### src/pspr_pkg.sv
// ----------------------------------------------------------------------------
// pspr_pkg
// Types and constants for the power-of-two strength reduction unit.
// ----------------------------------------------------------------------------
package pspr_pkg;

  localparam int FIELD_BITS  = 32;
  localparam int EXP_W       = $clog2(FIELD_BITS);
  localparam int CODE_W      = 8;
  localparam int CFG_ADDR_W  = 5;
  localparam int CFG_DATA_W  = 32;
  localparam int QUEUE_DEPTH = 4;
  localparam int QPTR_W      = $clog2(QUEUE_DEPTH);

  typedef logic signed [FIELD_BITS-1:0] field_t;
  typedef logic [CODE_W-1:0]            code_t;

  // Configuration register indexes (byte address = 4 * index)
  typedef enum logic [2:0] {
    REG_LOAD_IMM  = 3'd0,
    REG_MULTIPLY  = 3'd1,
    REG_DIVIDE    = 3'd2,
    REG_SHL_IMM   = 3'd3,
    REG_SHR_IMM   = 3'd4
  } reg_idx_t;

  localparam code_t RST_LOAD_IMM = 8'd0;
  localparam code_t RST_MULTIPLY = 8'd1;
  localparam code_t RST_DIVIDE   = 8'd2;
  localparam code_t RST_SHL_IMM  = 8'd3;
  localparam code_t RST_SHR_IMM  = 8'd4;

  typedef struct packed {
    code_t load_imm;
    code_t multiply;
    code_t divide;
    code_t shl_imm;
    code_t shr_imm;
  } cfg_t;

  typedef struct packed {
    code_t  code;
    field_t f1;
    field_t f2;
    field_t f3;
  } insn_t;

  typedef struct packed {
    code_t  op_code;
    field_t operand_a;
    field_t operand_b;
    field_t operand_c;
    logic   end_of_stream;
  } in_item_t;

  typedef struct packed {
    code_t  out_op_code;
    field_t out_operand_a;
    field_t out_operand_b;
    field_t out_operand_c;
    logic   out_last;
  } out_item_t;

  // Results caused by one accepted instruction, oldest in slot 0
  typedef struct packed {
    logic [1:0]  cnt;
    logic        eos;
    insn_t [2:0] slot;
  } bundle_t;

endpackage

### src/pspr_cfg.sv
// ----------------------------------------------------------------------------
// pspr_cfg
// APB-style register file holding the five opcode values.
// ----------------------------------------------------------------------------
module pspr_cfg import pspr_pkg::*; (
  input  logic                  clk,
  input  logic                  rst_n,
  input  logic                  psel,
  input  logic                  penable,
  input  logic                  pwrite,
  input  logic [CFG_ADDR_W-1:0] paddr,
  input  logic [CFG_DATA_W-1:0] pwdata,
  output logic [CFG_DATA_W-1:0] prdata,
  output logic                  pready,
  output cfg_t                  cfg
);

  cfg_t     cfg_r;
  cfg_t     cfg_nxt;
  reg_idx_t idx;
  logic     wr_en;
  code_t    wr_code;
  code_t    rd_code;

  assign idx     = reg_idx_t'(paddr[CFG_ADDR_W-1:2]);
  assign wr_en   = psel && penable && pwrite;
  assign wr_code = pwdata[CODE_W-1:0];
  assign pready  = 1'b1;
  assign cfg     = cfg_r;

  always_comb begin
    cfg_nxt = cfg_r;
    if (wr_en) begin
      unique case (idx)
        REG_LOAD_IMM: cfg_nxt.load_imm = wr_code;
        REG_MULTIPLY: cfg_nxt.multiply = wr_code;
        REG_DIVIDE:   cfg_nxt.divide   = wr_code;
        REG_SHL_IMM:  cfg_nxt.shl_imm  = wr_code;
        REG_SHR_IMM:  cfg_nxt.shr_imm  = wr_code;
        default:      cfg_nxt = cfg_r;  // drop writes past the list
      endcase
    end
  end

  always_comb begin
    unique case (idx)
      REG_LOAD_IMM: rd_code = cfg_r.load_imm;
      REG_MULTIPLY: rd_code = cfg_r.multiply;
      REG_DIVIDE:   rd_code = cfg_r.divide;
      REG_SHL_IMM:  rd_code = cfg_r.shl_imm;
      REG_SHR_IMM:  rd_code = cfg_r.shr_imm;
      default:      rd_code = '0;
    endcase
  end

  assign prdata = {{(CFG_DATA_W-CODE_W){1'b0}}, rd_code};

  always_ff @(posedge clk) begin
    if (!rst_n) begin
      cfg_r.load_imm <= RST_LOAD_IMM;
      cfg_r.multiply <= RST_MULTIPLY;
      cfg_r.divide   <= RST_DIVIDE;
      cfg_r.shl_imm  <= RST_SHL_IMM;
      cfg_r.shr_imm  <= RST_SHR_IMM;
    end else begin
      cfg_r <= cfg_nxt;
    end
  end

endmodule

### src/pspr_front.sv
// ----------------------------------------------------------------------------
// pspr_front
// Holds the two-instruction window, rewrites each completed window and
// packs the instructions that leave into at most one bundle per transaction.
// ----------------------------------------------------------------------------
module pspr_front import pspr_pkg::*; (
  input  logic     clk,
  input  logic     rst_n,
  input  cfg_t     cfg,
  input  logic     push,
  input  in_item_t in_item,
  input  logic     q_full,
  output logic     full,
  output logic     q_push,
  output bundle_t  q_data
);

  insn_t      win_r   [2];
  insn_t      win_nxt [2];
  logic [1:0] fill_r;
  logic [1:0] fill_nxt;
  logic       accept;
  insn_t      x;
  insn_t      pa;
  insn_t      pb;
  insn_t      pc;
  logic       ok_a;
  logic       ok_b;
  logic [EXP_W-1:0] exp_a;
  logic [EXP_W-1:0] exp_b;

  function automatic logic pow2_ok(field_t v);
    logic [FIELD_BITS-1:0] u;
    u = v;
    return (u != '0) && !u[FIELD_BITS-1] && ((u & (u - 1'b1)) == '0);
  endfunction

  function automatic logic [EXP_W-1:0] pow2_exp(field_t v);
    logic [EXP_W-1:0] e;
    e = '0;
    for (int i = 0; i < FIELD_BITS; i++) begin
      if (v[i]) e = e | EXP_W'(i);
    end
    return e;
  endfunction

  function automatic insn_t reduce(insn_t tgt, insn_t ld, logic ok,
                                   logic [EXP_W-1:0] e, code_t new_code,
                                   logic mul);
    insn_t t;
    t = tgt;
    if (ok) begin
      t.code = new_code;
      if (mul && ld.f2 == t.f1) t.f1 = t.f2;
      t.f2 = field_t'({{(FIELD_BITS-EXP_W){1'b0}}, e});
    end
    return t;
  endfunction

  assign accept = push && !q_full;
  assign full   = q_full;

  assign x.code = in_item.op_code;
  assign x.f1   = in_item.operand_a;
  assign x.f2   = in_item.operand_b;
  assign x.f3   = in_item.operand_c;

  // Loaded constants are never touched by a rewrite before they are used
  assign ok_a  = pow2_ok(win_r[0].f1);
  assign ok_b  = pow2_ok(win_r[1].f1);
  assign exp_a = pow2_exp(win_r[0].f1);
  assign exp_b = pow2_exp(win_r[1].f1);

  // Window checks in fixed order; each rewrite feeds the next check
  always_comb begin
    pa = win_r[0];
    pb = win_r[1];
    pc = x;
    if (pa.code == cfg.load_imm || pb.code == cfg.load_imm) begin
      if (pc.code == cfg.divide || pb.code == cfg.divide) begin
        if (pb.code == cfg.load_imm && pb.f2 == pc.f2)
          pc = reduce(pc, pb, ok_b, exp_b, cfg.shr_imm, 1'b0);
        if (pa.code == cfg.load_imm) begin
          if (pb.code == cfg.divide && pa.f2 == pb.f2)
            pb = reduce(pb, pa, ok_a, exp_a, cfg.shr_imm, 1'b0);
          if (pc.code == cfg.divide && pa.f2 == pc.f2)
            pc = reduce(pc, pa, ok_a, exp_a, cfg.shr_imm, 1'b0);
        end
      end
      if (pc.code == cfg.multiply || pb.code == cfg.multiply) begin
        if (pb.code == cfg.load_imm && (pb.f2 == pc.f2 || pb.f2 == pc.f1))
          pc = reduce(pc, pb, ok_b, exp_b, cfg.shl_imm, 1'b1);
        if (pa.code == cfg.load_imm) begin
          if (pb.code == cfg.multiply && (pa.f2 == pb.f2 || pa.f2 == pb.f1))
            pb = reduce(pb, pa, ok_a, exp_a, cfg.shl_imm, 1'b1);
          if (pc.code == cfg.multiply && (pa.f2 == pc.f2 || pa.f2 == pc.f1))
            pc = reduce(pc, pa, ok_a, exp_a, cfg.shl_imm, 1'b1);
        end
      end
    end
  end

  always_comb begin
    win_nxt[0]  = win_r[0];
    win_nxt[1]  = win_r[1];
    fill_nxt    = fill_r;
    q_data      = '0;
    q_data.eos  = in_item.end_of_stream;
    unique case (fill_r)
      2'd2: begin
        q_data.slot[0] = pa;
        q_data.slot[1] = pb;
        q_data.slot[2] = pc;
        q_data.cnt     = in_item.end_of_stream ? 2'd3 : 2'd1;
        win_nxt[0]     = pb;
        win_nxt[1]     = pc;
        fill_nxt       = in_item.end_of_stream ? 2'd0 : 2'd2;
      end
      2'd1: begin
        q_data.slot[0] = win_r[0];
        q_data.slot[1] = x;
        q_data.cnt     = in_item.end_of_stream ? 2'd2 : 2'd0;
        win_nxt[1]     = x;
        fill_nxt       = in_item.end_of_stream ? 2'd0 : 2'd2;
      end
      2'd0: begin
        q_data.slot[0] = x;
        q_data.cnt     = in_item.end_of_stream ? 2'd1 : 2'd0;
        win_nxt[0]     = x;
        fill_nxt       = in_item.end_of_stream ? 2'd0 : 2'd1;
      end
      default: begin
        fill_nxt = 2'd0;
      end
    endcase
  end

  assign q_push = accept && (q_data.cnt != 2'd0);

  always_ff @(posedge clk) begin
    if (accept) begin
      win_r[0] <= win_nxt[0];
      win_r[1] <= win_nxt[1];
    end
  end

  always_ff @(posedge clk) begin
    if (!rst_n) begin
      fill_r <= 2'd0;
    end else if (accept) begin
      fill_r <= fill_nxt;
    end
  end

endmodule

### src/pspr_queue.sv
// ----------------------------------------------------------------------------
// pspr_queue
// Short bundle queue between the front and back ends.
// ----------------------------------------------------------------------------
module pspr_queue import pspr_pkg::*; (
  input  logic    clk,
  input  logic    rst_n,
  input  logic    wr_en,
  input  bundle_t wr_data,
  output logic    full,
  input  logic    rd_en,
  output logic    valid,
  output bundle_t rd_data
);

  bundle_t           mem [QUEUE_DEPTH];
  logic [QPTR_W-1:0] wr_ptr_r;
  logic [QPTR_W-1:0] rd_ptr_r;
  logic [QPTR_W:0]   count_r;
  logic [QPTR_W:0]   count_nxt;
  logic              do_wr;
  logic              do_rd;

  assign full    = (count_r == (QPTR_W+1)'(QUEUE_DEPTH));
  assign valid   = (count_r != '0);
  assign do_wr   = wr_en && !full;
  assign do_rd   = rd_en && valid;
  assign rd_data = mem[rd_ptr_r];

  always_comb begin
    count_nxt = count_r;
    if (do_wr && !do_rd)      count_nxt = count_r + 1'b1;
    else if (do_rd && !do_wr) count_nxt = count_r - 1'b1;
  end

  always_ff @(posedge clk) begin
    if (do_wr) mem[wr_ptr_r] <= wr_data;
  end

  always_ff @(posedge clk) begin
    if (!rst_n) begin
      wr_ptr_r <= '0;
      rd_ptr_r <= '0;
      count_r  <= '0;
    end else begin
      if (do_wr) wr_ptr_r <= wr_ptr_r + 1'b1;
      if (do_rd) rd_ptr_r <= rd_ptr_r + 1'b1;
      count_r <= count_nxt;
    end
  end

endmodule

### src/pspr_back.sv
// ----------------------------------------------------------------------------
// pspr_back
// Unpacks bundles into single results and holds them in the output register.
// ----------------------------------------------------------------------------
module pspr_back import pspr_pkg::*; (
  input  logic      clk,
  input  logic      rst_n,
  input  logic      q_valid,
  input  bundle_t   q_head,
  output logic      q_pop,
  output logic      empty,
  input  logic      pop,
  output out_item_t out_item
);

  logic       out_valid_r;
  logic       out_valid_nxt;
  out_item_t  out_r;
  logic [1:0] idx_r;
  logic [1:0] idx_nxt;
  logic       load;
  logic       last_slot;
  insn_t      sel;

  assign last_slot = (idx_r == q_head.cnt - 2'd1);
  assign load      = q_valid && (!out_valid_r || pop);
  assign q_pop     = load && last_slot;
  assign sel       = q_head.slot[idx_r];
  assign empty     = !out_valid_r;
  assign out_item  = out_r;

  always_comb begin
    out_valid_nxt = out_valid_r;
    idx_nxt       = idx_r;
    if (load) begin
      out_valid_nxt = 1'b1;
      idx_nxt       = last_slot ? 2'd0 : idx_r + 2'd1;
    end else if (pop) begin
      out_valid_nxt = 1'b0;
    end
  end

  always_ff @(posedge clk) begin
    if (load) begin
      out_r.out_op_code   <= sel.code;
      out_r.out_operand_a <= sel.f1;
      out_r.out_operand_b <= sel.f2;
      out_r.out_operand_c <= sel.f3;
      out_r.out_last      <= q_head.eos && last_slot;
    end
  end

  always_ff @(posedge clk) begin
    if (!rst_n) begin
      out_valid_r <= 1'b0;
      idx_r       <= 2'd0;
    end else begin
      out_valid_r <= out_valid_nxt;
      idx_r       <= idx_nxt;
    end
  end

endmodule

### src/peephole_pow2_strength_reduce_unit.sv
// An instruction waits in the window until a later one or end of stream pushes it
// out, then goes via the queue to the output register. One instruction per cycle
// unless the queue is full; the back end drains one result per cycle while out_item
// is free, so the four-bundle queue absorbs end-of-stream flushes of three results.
// Reset (rst_n, synchronous, active low): clears window fill, queue, output
// valid flag and returns the opcode registers to their defaults.
// ----------------------------------------------------------------------------
// peephole_pow2_strength_reduce_unit
// Rewrites multiply/divide by a power-of-two load-immediate into shifts.
// ----------------------------------------------------------------------------
module peephole_pow2_strength_reduce_unit import pspr_pkg::*; (
  input  logic                  clk,
  input  logic                  rst_n,
  input  logic                  push,
  output logic                  full,
  input  in_item_t              in_item,
  output logic                  empty,
  input  logic                  pop,
  output out_item_t             out_item,
  input  logic                  psel,
  input  logic                  penable,
  input  logic                  pwrite,
  input  logic [CFG_ADDR_W-1:0] paddr,
  input  logic [CFG_DATA_W-1:0] pwdata,
  output logic [CFG_DATA_W-1:0] prdata,
  output logic                  pready
);

  cfg_t    cfg;
  logic    q_push;
  bundle_t q_wdata;
  logic    q_full;
  logic    q_pop;
  logic    q_valid;
  bundle_t q_head;

  pspr_cfg u_cfg (
    .clk     (clk),
    .rst_n   (rst_n),
    .psel    (psel),
    .penable (penable),
    .pwrite  (pwrite),
    .paddr   (paddr),
    .pwdata  (pwdata),
    .prdata  (prdata),
    .pready  (pready),
    .cfg     (cfg)
  );

  pspr_front u_front (
    .clk     (clk),
    .rst_n   (rst_n),
    .cfg     (cfg),
    .push    (push),
    .in_item (in_item),
    .q_full  (q_full),
    .full    (full),
    .q_push  (q_push),
    .q_data  (q_wdata)
  );

  pspr_queue u_queue (
    .clk     (clk),
    .rst_n   (rst_n),
    .wr_en   (q_push),
    .wr_data (q_wdata),
    .full    (q_full),
    .rd_en   (q_pop),
    .valid   (q_valid),
    .rd_data (q_head)
  );

  pspr_back u_back (
    .clk      (clk),
    .rst_n    (rst_n),
    .q_valid  (q_valid),
    .q_head   (q_head),
    .q_pop    (q_pop),
    .empty    (empty),
    .pop      (pop),
    .out_item (out_item)
  );

endmodule

### config.mk
export PLATFORM = sky130hd
export DESIGN_NAME = peephole_pow2_strength_reduce_unit
export DESIGN_NICKNAME = d
export VERILOG_FILES = /design/src/pspr_pkg.sv /design/src/pspr_cfg.sv /design/src/pspr_front.sv /design/src/pspr_queue.sv /design/src/pspr_back.sv /design/src/peephole_pow2_strength_reduce_unit.sv
export SDC_FILE = /design/constraint.sdc
export NUM_CORES = 2
export LEC_CHECK = 0
export BUFFER_PORTS_ARGS = -buffer_cell sky130_fd_sc_hd__clkbuf_2
export CAP_MARGIN = 20
export CORE_MARGIN = 5
export CORE_UTILIZATION = 64
export CTS_BUF_LIST = sky130_fd_sc_hd__clkbuf_4
export DETAILED_ROUTE_END_ITERATION = 8
export PLACE_DENSITY = 0.91
export SYNTH_ARGS = -nofsm -noshare
export SYNTH_HDL_FRONTEND = slang
export SYNTH_SLANG_ARGS = --single-unit
### constraint.sdc
create_clock -name clk -period 12 [get_ports clk]
set_input_delay 0.6 -clock clk [delete_from_list [all_inputs] [get_ports clk]]
set_output_delay 0.6 -clock clk [all_outputs]
set_load 0.02 [all_outputs]
==> impl_summary.txt <==
----------------------------------------------------
[Setup path]
  Timing endpoint of the critical path ... u_front.win_r[0][189]
  Worst setup path start ... u_front.win_r[0][141]
  Crit end category ... flop
  Minimum setup slack among reg-to-reg paths ... 1.32 ns
  Reg-to-reg startpoint ... u_front.win_r[0][141]
  Startpoint class of the critical path ... flop
  Worst endpoint data arrival time ... 11.85 ns
  Largest fanout of any net on the critical path ... 26
  Required time of the critical path ... 13.18 ns
  Reg-to-reg critical path endpoint ... u_front.win_r[0][189]
  Worst Reg-to-Reg Cells ... 22
  Category of the most critical setup path ... reg2reg

[Clock network]
  Maximum buffer depth of the clock tree ... 4
  Clock transition at the registers of the reported paths ... 0.08 ns
  Sinks on Clock Net ... 1627
  CTS Buf Count ... 403
  CTS tree ... built
  Clk_lat worst skew ... 1.42 ns
  Number of H-tree levels ... 5
  Root buf cell ... sky130_fd_sc_hd__clkbuf_4

[Drt]
  DR WL/cell ... 36.7 um
  Pre-Repair DR Iteration Count ... 9
  DRC violation count after routing ... 3
  Initial DRC count ... 9106
  Overall routed net length ... 276000 um
  Total number of vias ... 55200
  Via density per instance ... 7.33
  Count of nets left with antenna violations after detail routing ... 0

[STA]
  Endpoints failing hold ... 0
  Measured slew at the worst slew-check pin ... 1.23 ns
  Worst setup margin ... 1.32 ns
  Worst clock skew ... 0.137 ns
  Maximum clock rate ... 93.7 MHz
  Number of pins exceeding their max-slew limit in the final report ... 0
  Worst hold margin ... 0.122 ns
  Minimum clock period ... 10.68 ns
  Slew headroom ... 18.0%
  Final-layout setup total negative slack ... 0 ns
  Finish-stage setup viols ... 0
  RSZ-0062 raised after global routing ... false
  Final clock period utilization by the worst path ... 89.0%

[Global routing]
  Overall overflow remaining after global route ... 0
  Via count of the first global-routing pass ... 55300
  Antenna violations before repair ... 16
  Largest net degree at the start of global routing ... 136
  First-pass GRT wire length ... 390000 um
  Overall routing resource usage ... 43.8%

[Power and ir drop]
  PnR Total Power ... 15.6 mW
  Leakage ... 28.5 nW
  Pwr/cell area ... 186 nW/um^2
  Peak supply drop ... 0.151 mV

[Yosys]
  Number of enable-type register cells in the synthesized netlist ... 1573
  Syn Inst Count ... 5197
  Number of flip-flops and latches in the synthesized netlist ... 1627
  Largest family of logic cells by synthesized area ... multiplexers
  Main flop type after synthesis ... sky130_fd_sc_hd__edfxtp_1
  Yosys cell types ... 103
  Share of flip-flops with an asynchronous set or reset after synthesis ... 0%
  Mux contribution to synthesized area ... 12.7%
  Simple-gate share of the synthesized area ... 8.00%
  Post-synthesis compound-gate area fraction ... 8.58%
  Synth Area in XOR/XNOR ... 2.77%
  Synthesized cell area ... 74900 sq um
  Seq/Total Area, Yosys ... 64.5%
  Synthesized area per cell ... 14.4 sq um
  Warnings from Yosys ... 0
  Adder and majority gate portion of the synthesized area ... 0.220%

[Cells and area]
  Area overhead of the layout relative to synthesis ... 12.4%
  Post-route core utilization ... 72.4%
  Post-layout nets ... 5864
  Final cell count without fillers ... 7526
  Post-route cell area ... 84200 sq um
  Share of cells above drive strength 1 ... 23.7%

[Placement]
  Post-detail-place hpwl ... 167000 um
  Worst setup slack before clock tree synthesis ... 2.22 ns
  Number of buffers inserted by port buffering ... 237
  Cell area after placement ... 77500 sq um
  Final estimated routing congestion in global placement ... 1.10
  Placed cell count ... 6652

[Run status]
  Status ... finished, violations left
  Failing checks ... DRC

[Floorplanning]
  Row count ... 125
  Placeable core region ... 116000 sq um
  Die height ... 352 um
  Horizontal extent of the die ... 352 um
  Effective utilization at floorplan ... 64.5%
  Floorplan die area ... 124000 sq um
  I/O pins ... 289

[Flow run]
  Number of max-cap violations ... 0

[Hold path]
  Class of the tightest hold or removal check ... in2reg

----------------------------------------------------
## critical path, cell delays in order (launching register included)
cell and delay, ns:
sky130_fd_sc_hd__edfxtp_1 0.78, sky130_fd_sc_hd__xnor2_1 0.56, sky130_fd_sc_hd__nand4_1 0.14, sky130_fd_sc_hd__nor4_1 0.93, sky130_fd_sc_hd__and3_1 0.47, sky130_fd_sc_hd__nand4_2 0.46, sky130_fd_sc_hd__nor2_1 0.35, sky130_fd_sc_hd__buf_4 0.28
sky130_fd_sc_hd__o21ai_0 0.16, sky130_fd_sc_hd__or4_1 0.63, sky130_fd_sc_hd__nor3_1 0.80, sky130_fd_sc_hd__o221ai_1 0.71, sky130_fd_sc_hd__xor2_1 0.85, sky130_fd_sc_hd__nor4_2 0.09, sky130_fd_sc_hd__buf_4 0.23, sky130_fd_sc_hd__a21oi_2 0.23
sky130_fd_sc_hd__mux2i_2 0.29, sky130_fd_sc_hd__nand4_4 0.31, sky130_fd_sc_hd__nor2_8 0.28, sky130_fd_sc_hd__mux2i_4 0.40, sky130_fd_sc_hd__nand2_2 0.46, sky130_fd_sc_hd__o21ai_0 0.39, sky130_fd_sc_hd__dlygate4sd3_1 0.61
## flip-flops by register name, indices dropped and copies added, names as in the netlist, named ones only
signal,cells
u_queue.mem,1260
u_front.win_r,208
u_back.out_item,105
u_cfg.cfg,40
u_queue.count_r,3
u_back.idx_r,2
u_front.fill_r,2
u_queue.rd_ptr_r,2
u_queue.wr_ptr_r,2
u_back.out_valid_r,1
## cell families after synthesis
family / Yosys count
buffers and inverters: 599
other: 2
adder cells (fa/ha/maj): 13
XOR/XNOR: 237
flip-flops: 1627
AND/OR/NAND/NOR: 1235
multiplexers: 547
AO/OA/AOI/OAI: 937
## power by group
part           leakage [nW]  switching, mW  total, mW  internal (mW)
sequential             15.4          0.392       7.36           6.97
clock                  2.94           2.39       4.69           2.30
combinational          10.2           2.33       3.59           1.26
## per-layer routing
| layer | up-vias | global-route usage (%) | part of all wire, % |
|---|---|---|---|
| li1 | 21400 | - | - |
| met1 | 26800 | 55.5 | 33 |
| met2 | 5746 | 68.8 | 47 |
| met3 | 1240 | 10.7 | 13 |
| met4 | 6 | 27.8 | 7.8 |
| met5 | - | 0 | 0.016 |
## cells in the mapped netlist, types with 52 or more instances
master                     number  share of area, %
sky130_fd_sc_hd__edfxtp_1    1573                63
sky130_fd_sc_hd__nand2_1      421               2.1
sky130_fd_sc_hd__nor2_1       344               1.7
sky130_fd_sc_hd__clkbuf_1     324               1.6
sky130_fd_sc_hd__mux4_2       315               9.5
sky130_fd_sc_hd__o21ai_0      250               1.7
sky130_fd_sc_hd__mux2i_1      192               2.6
sky130_fd_sc_hd__a22oi_1      190               1.9
sky130_fd_sc_hd__xnor2_1      185               2.2
sky130_fd_sc_hd__inv_1        130              0.65
sky130_fd_sc_hd__a21oi_1      123              0.82
sky130_fd_sc_hd__buf_1         79              0.40
sky130_fd_sc_hd__and2_1        75              0.63
sky130_fd_sc_hd__nand4_1       63              0.53
sky130_fd_sc_hd__nor3_1        58              0.39
sky130_fd_sc_hd__a22o_1        56              0.65
sky130_fd_sc_hd__dfxtp_1       54               1.4
sky130_fd_sc_hd__xor2_1        52              0.61
## placed cells by master, fill, tap and decap left out, types with 37 or more instances in the layout
cell	netlist	routed
sky130_fd_sc_hd__a22oi_1	190	190
sky130_fd_sc_hd__nor3_1	58	57
sky130_fd_sc_hd__clkbuf_2	2	237
sky130_fd_sc_hd__edfxtp_1	1573	1573
sky130_fd_sc_hd__dlygate4sd3_1	0	169
sky130_fd_sc_hd__nor2b_1	50	49
sky130_fd_sc_hd__mux2_2	37	37
sky130_fd_sc_hd__dfxtp_1	54	50
sky130_fd_sc_hd__buf_4	26	126
sky130_fd_sc_hd__nand4_1	63	63
sky130_fd_sc_hd__nor4_1	51	50
sky130_fd_sc_hd__xnor2_1	185	185
sky130_fd_sc_hd__mux4_2	315	315
sky130_fd_sc_hd__and2_1	75	71
sky130_fd_sc_hd__nor2_1	344	341
sky130_fd_sc_hd__clkbuf_4	0	581
sky130_fd_sc_hd__a22o_1	56	56
sky130_fd_sc_hd__a21oi_1	123	120
sky130_fd_sc_hd__nand2_1	421	421
sky130_fd_sc_hd__xor2_1	52	52
sky130_fd_sc_hd__mux2i_1	192	192
sky130_fd_sc_hd__clkinv_1	1	84
sky130_fd_sc_hd__nand3_1	47	47
sky130_fd_sc_hd__inv_1	130	129
sky130_fd_sc_hd__o21ai_0	250	250
## what timing repair did
action / 4_1_cts / 5_1_grt
gates resized for setup: 0 / 0
hold buffers: 169 / 0
endpoints found under the hold margin: 1247 / 0
buffers inserted: 0 / 0
## how the worst min path moves through the flow
stage                                  start                    end  slack, ns  cells past startpoint
final                            in_item[30]  u_front.win_r[0][133]       0.12                      2
after global placement    u_back.out_valid_r     u_back.out_valid_r       0.47                      2
after floorplan           u_back.out_valid_r     u_back.out_valid_r       0.45                      2
after detailed placement  u_back.out_valid_r     u_back.out_valid_r       0.51                      2
after global routing             in_item[30]  u_front.win_r[0][133]     -0.006                      2
after CTS                        in_item[30]  u_front.win_r[0][133]      0.001                      2
## cell type report
type / instances / area, sq um
Clock inverter: 108 / 536
Antenna cell: 14 / 35.0
Tap cell: 1524 / 1910
Inverter: 132 / 503
Clock buffer: 581 / 4360
Fill cell: 6778 / 32000
Timing Repair Buffer: 546 / 4090
Multi-Input combinational cell: 2994 / 24400
Sequential cell: 1627 / 48300
(Power assumes the default switching activity.)
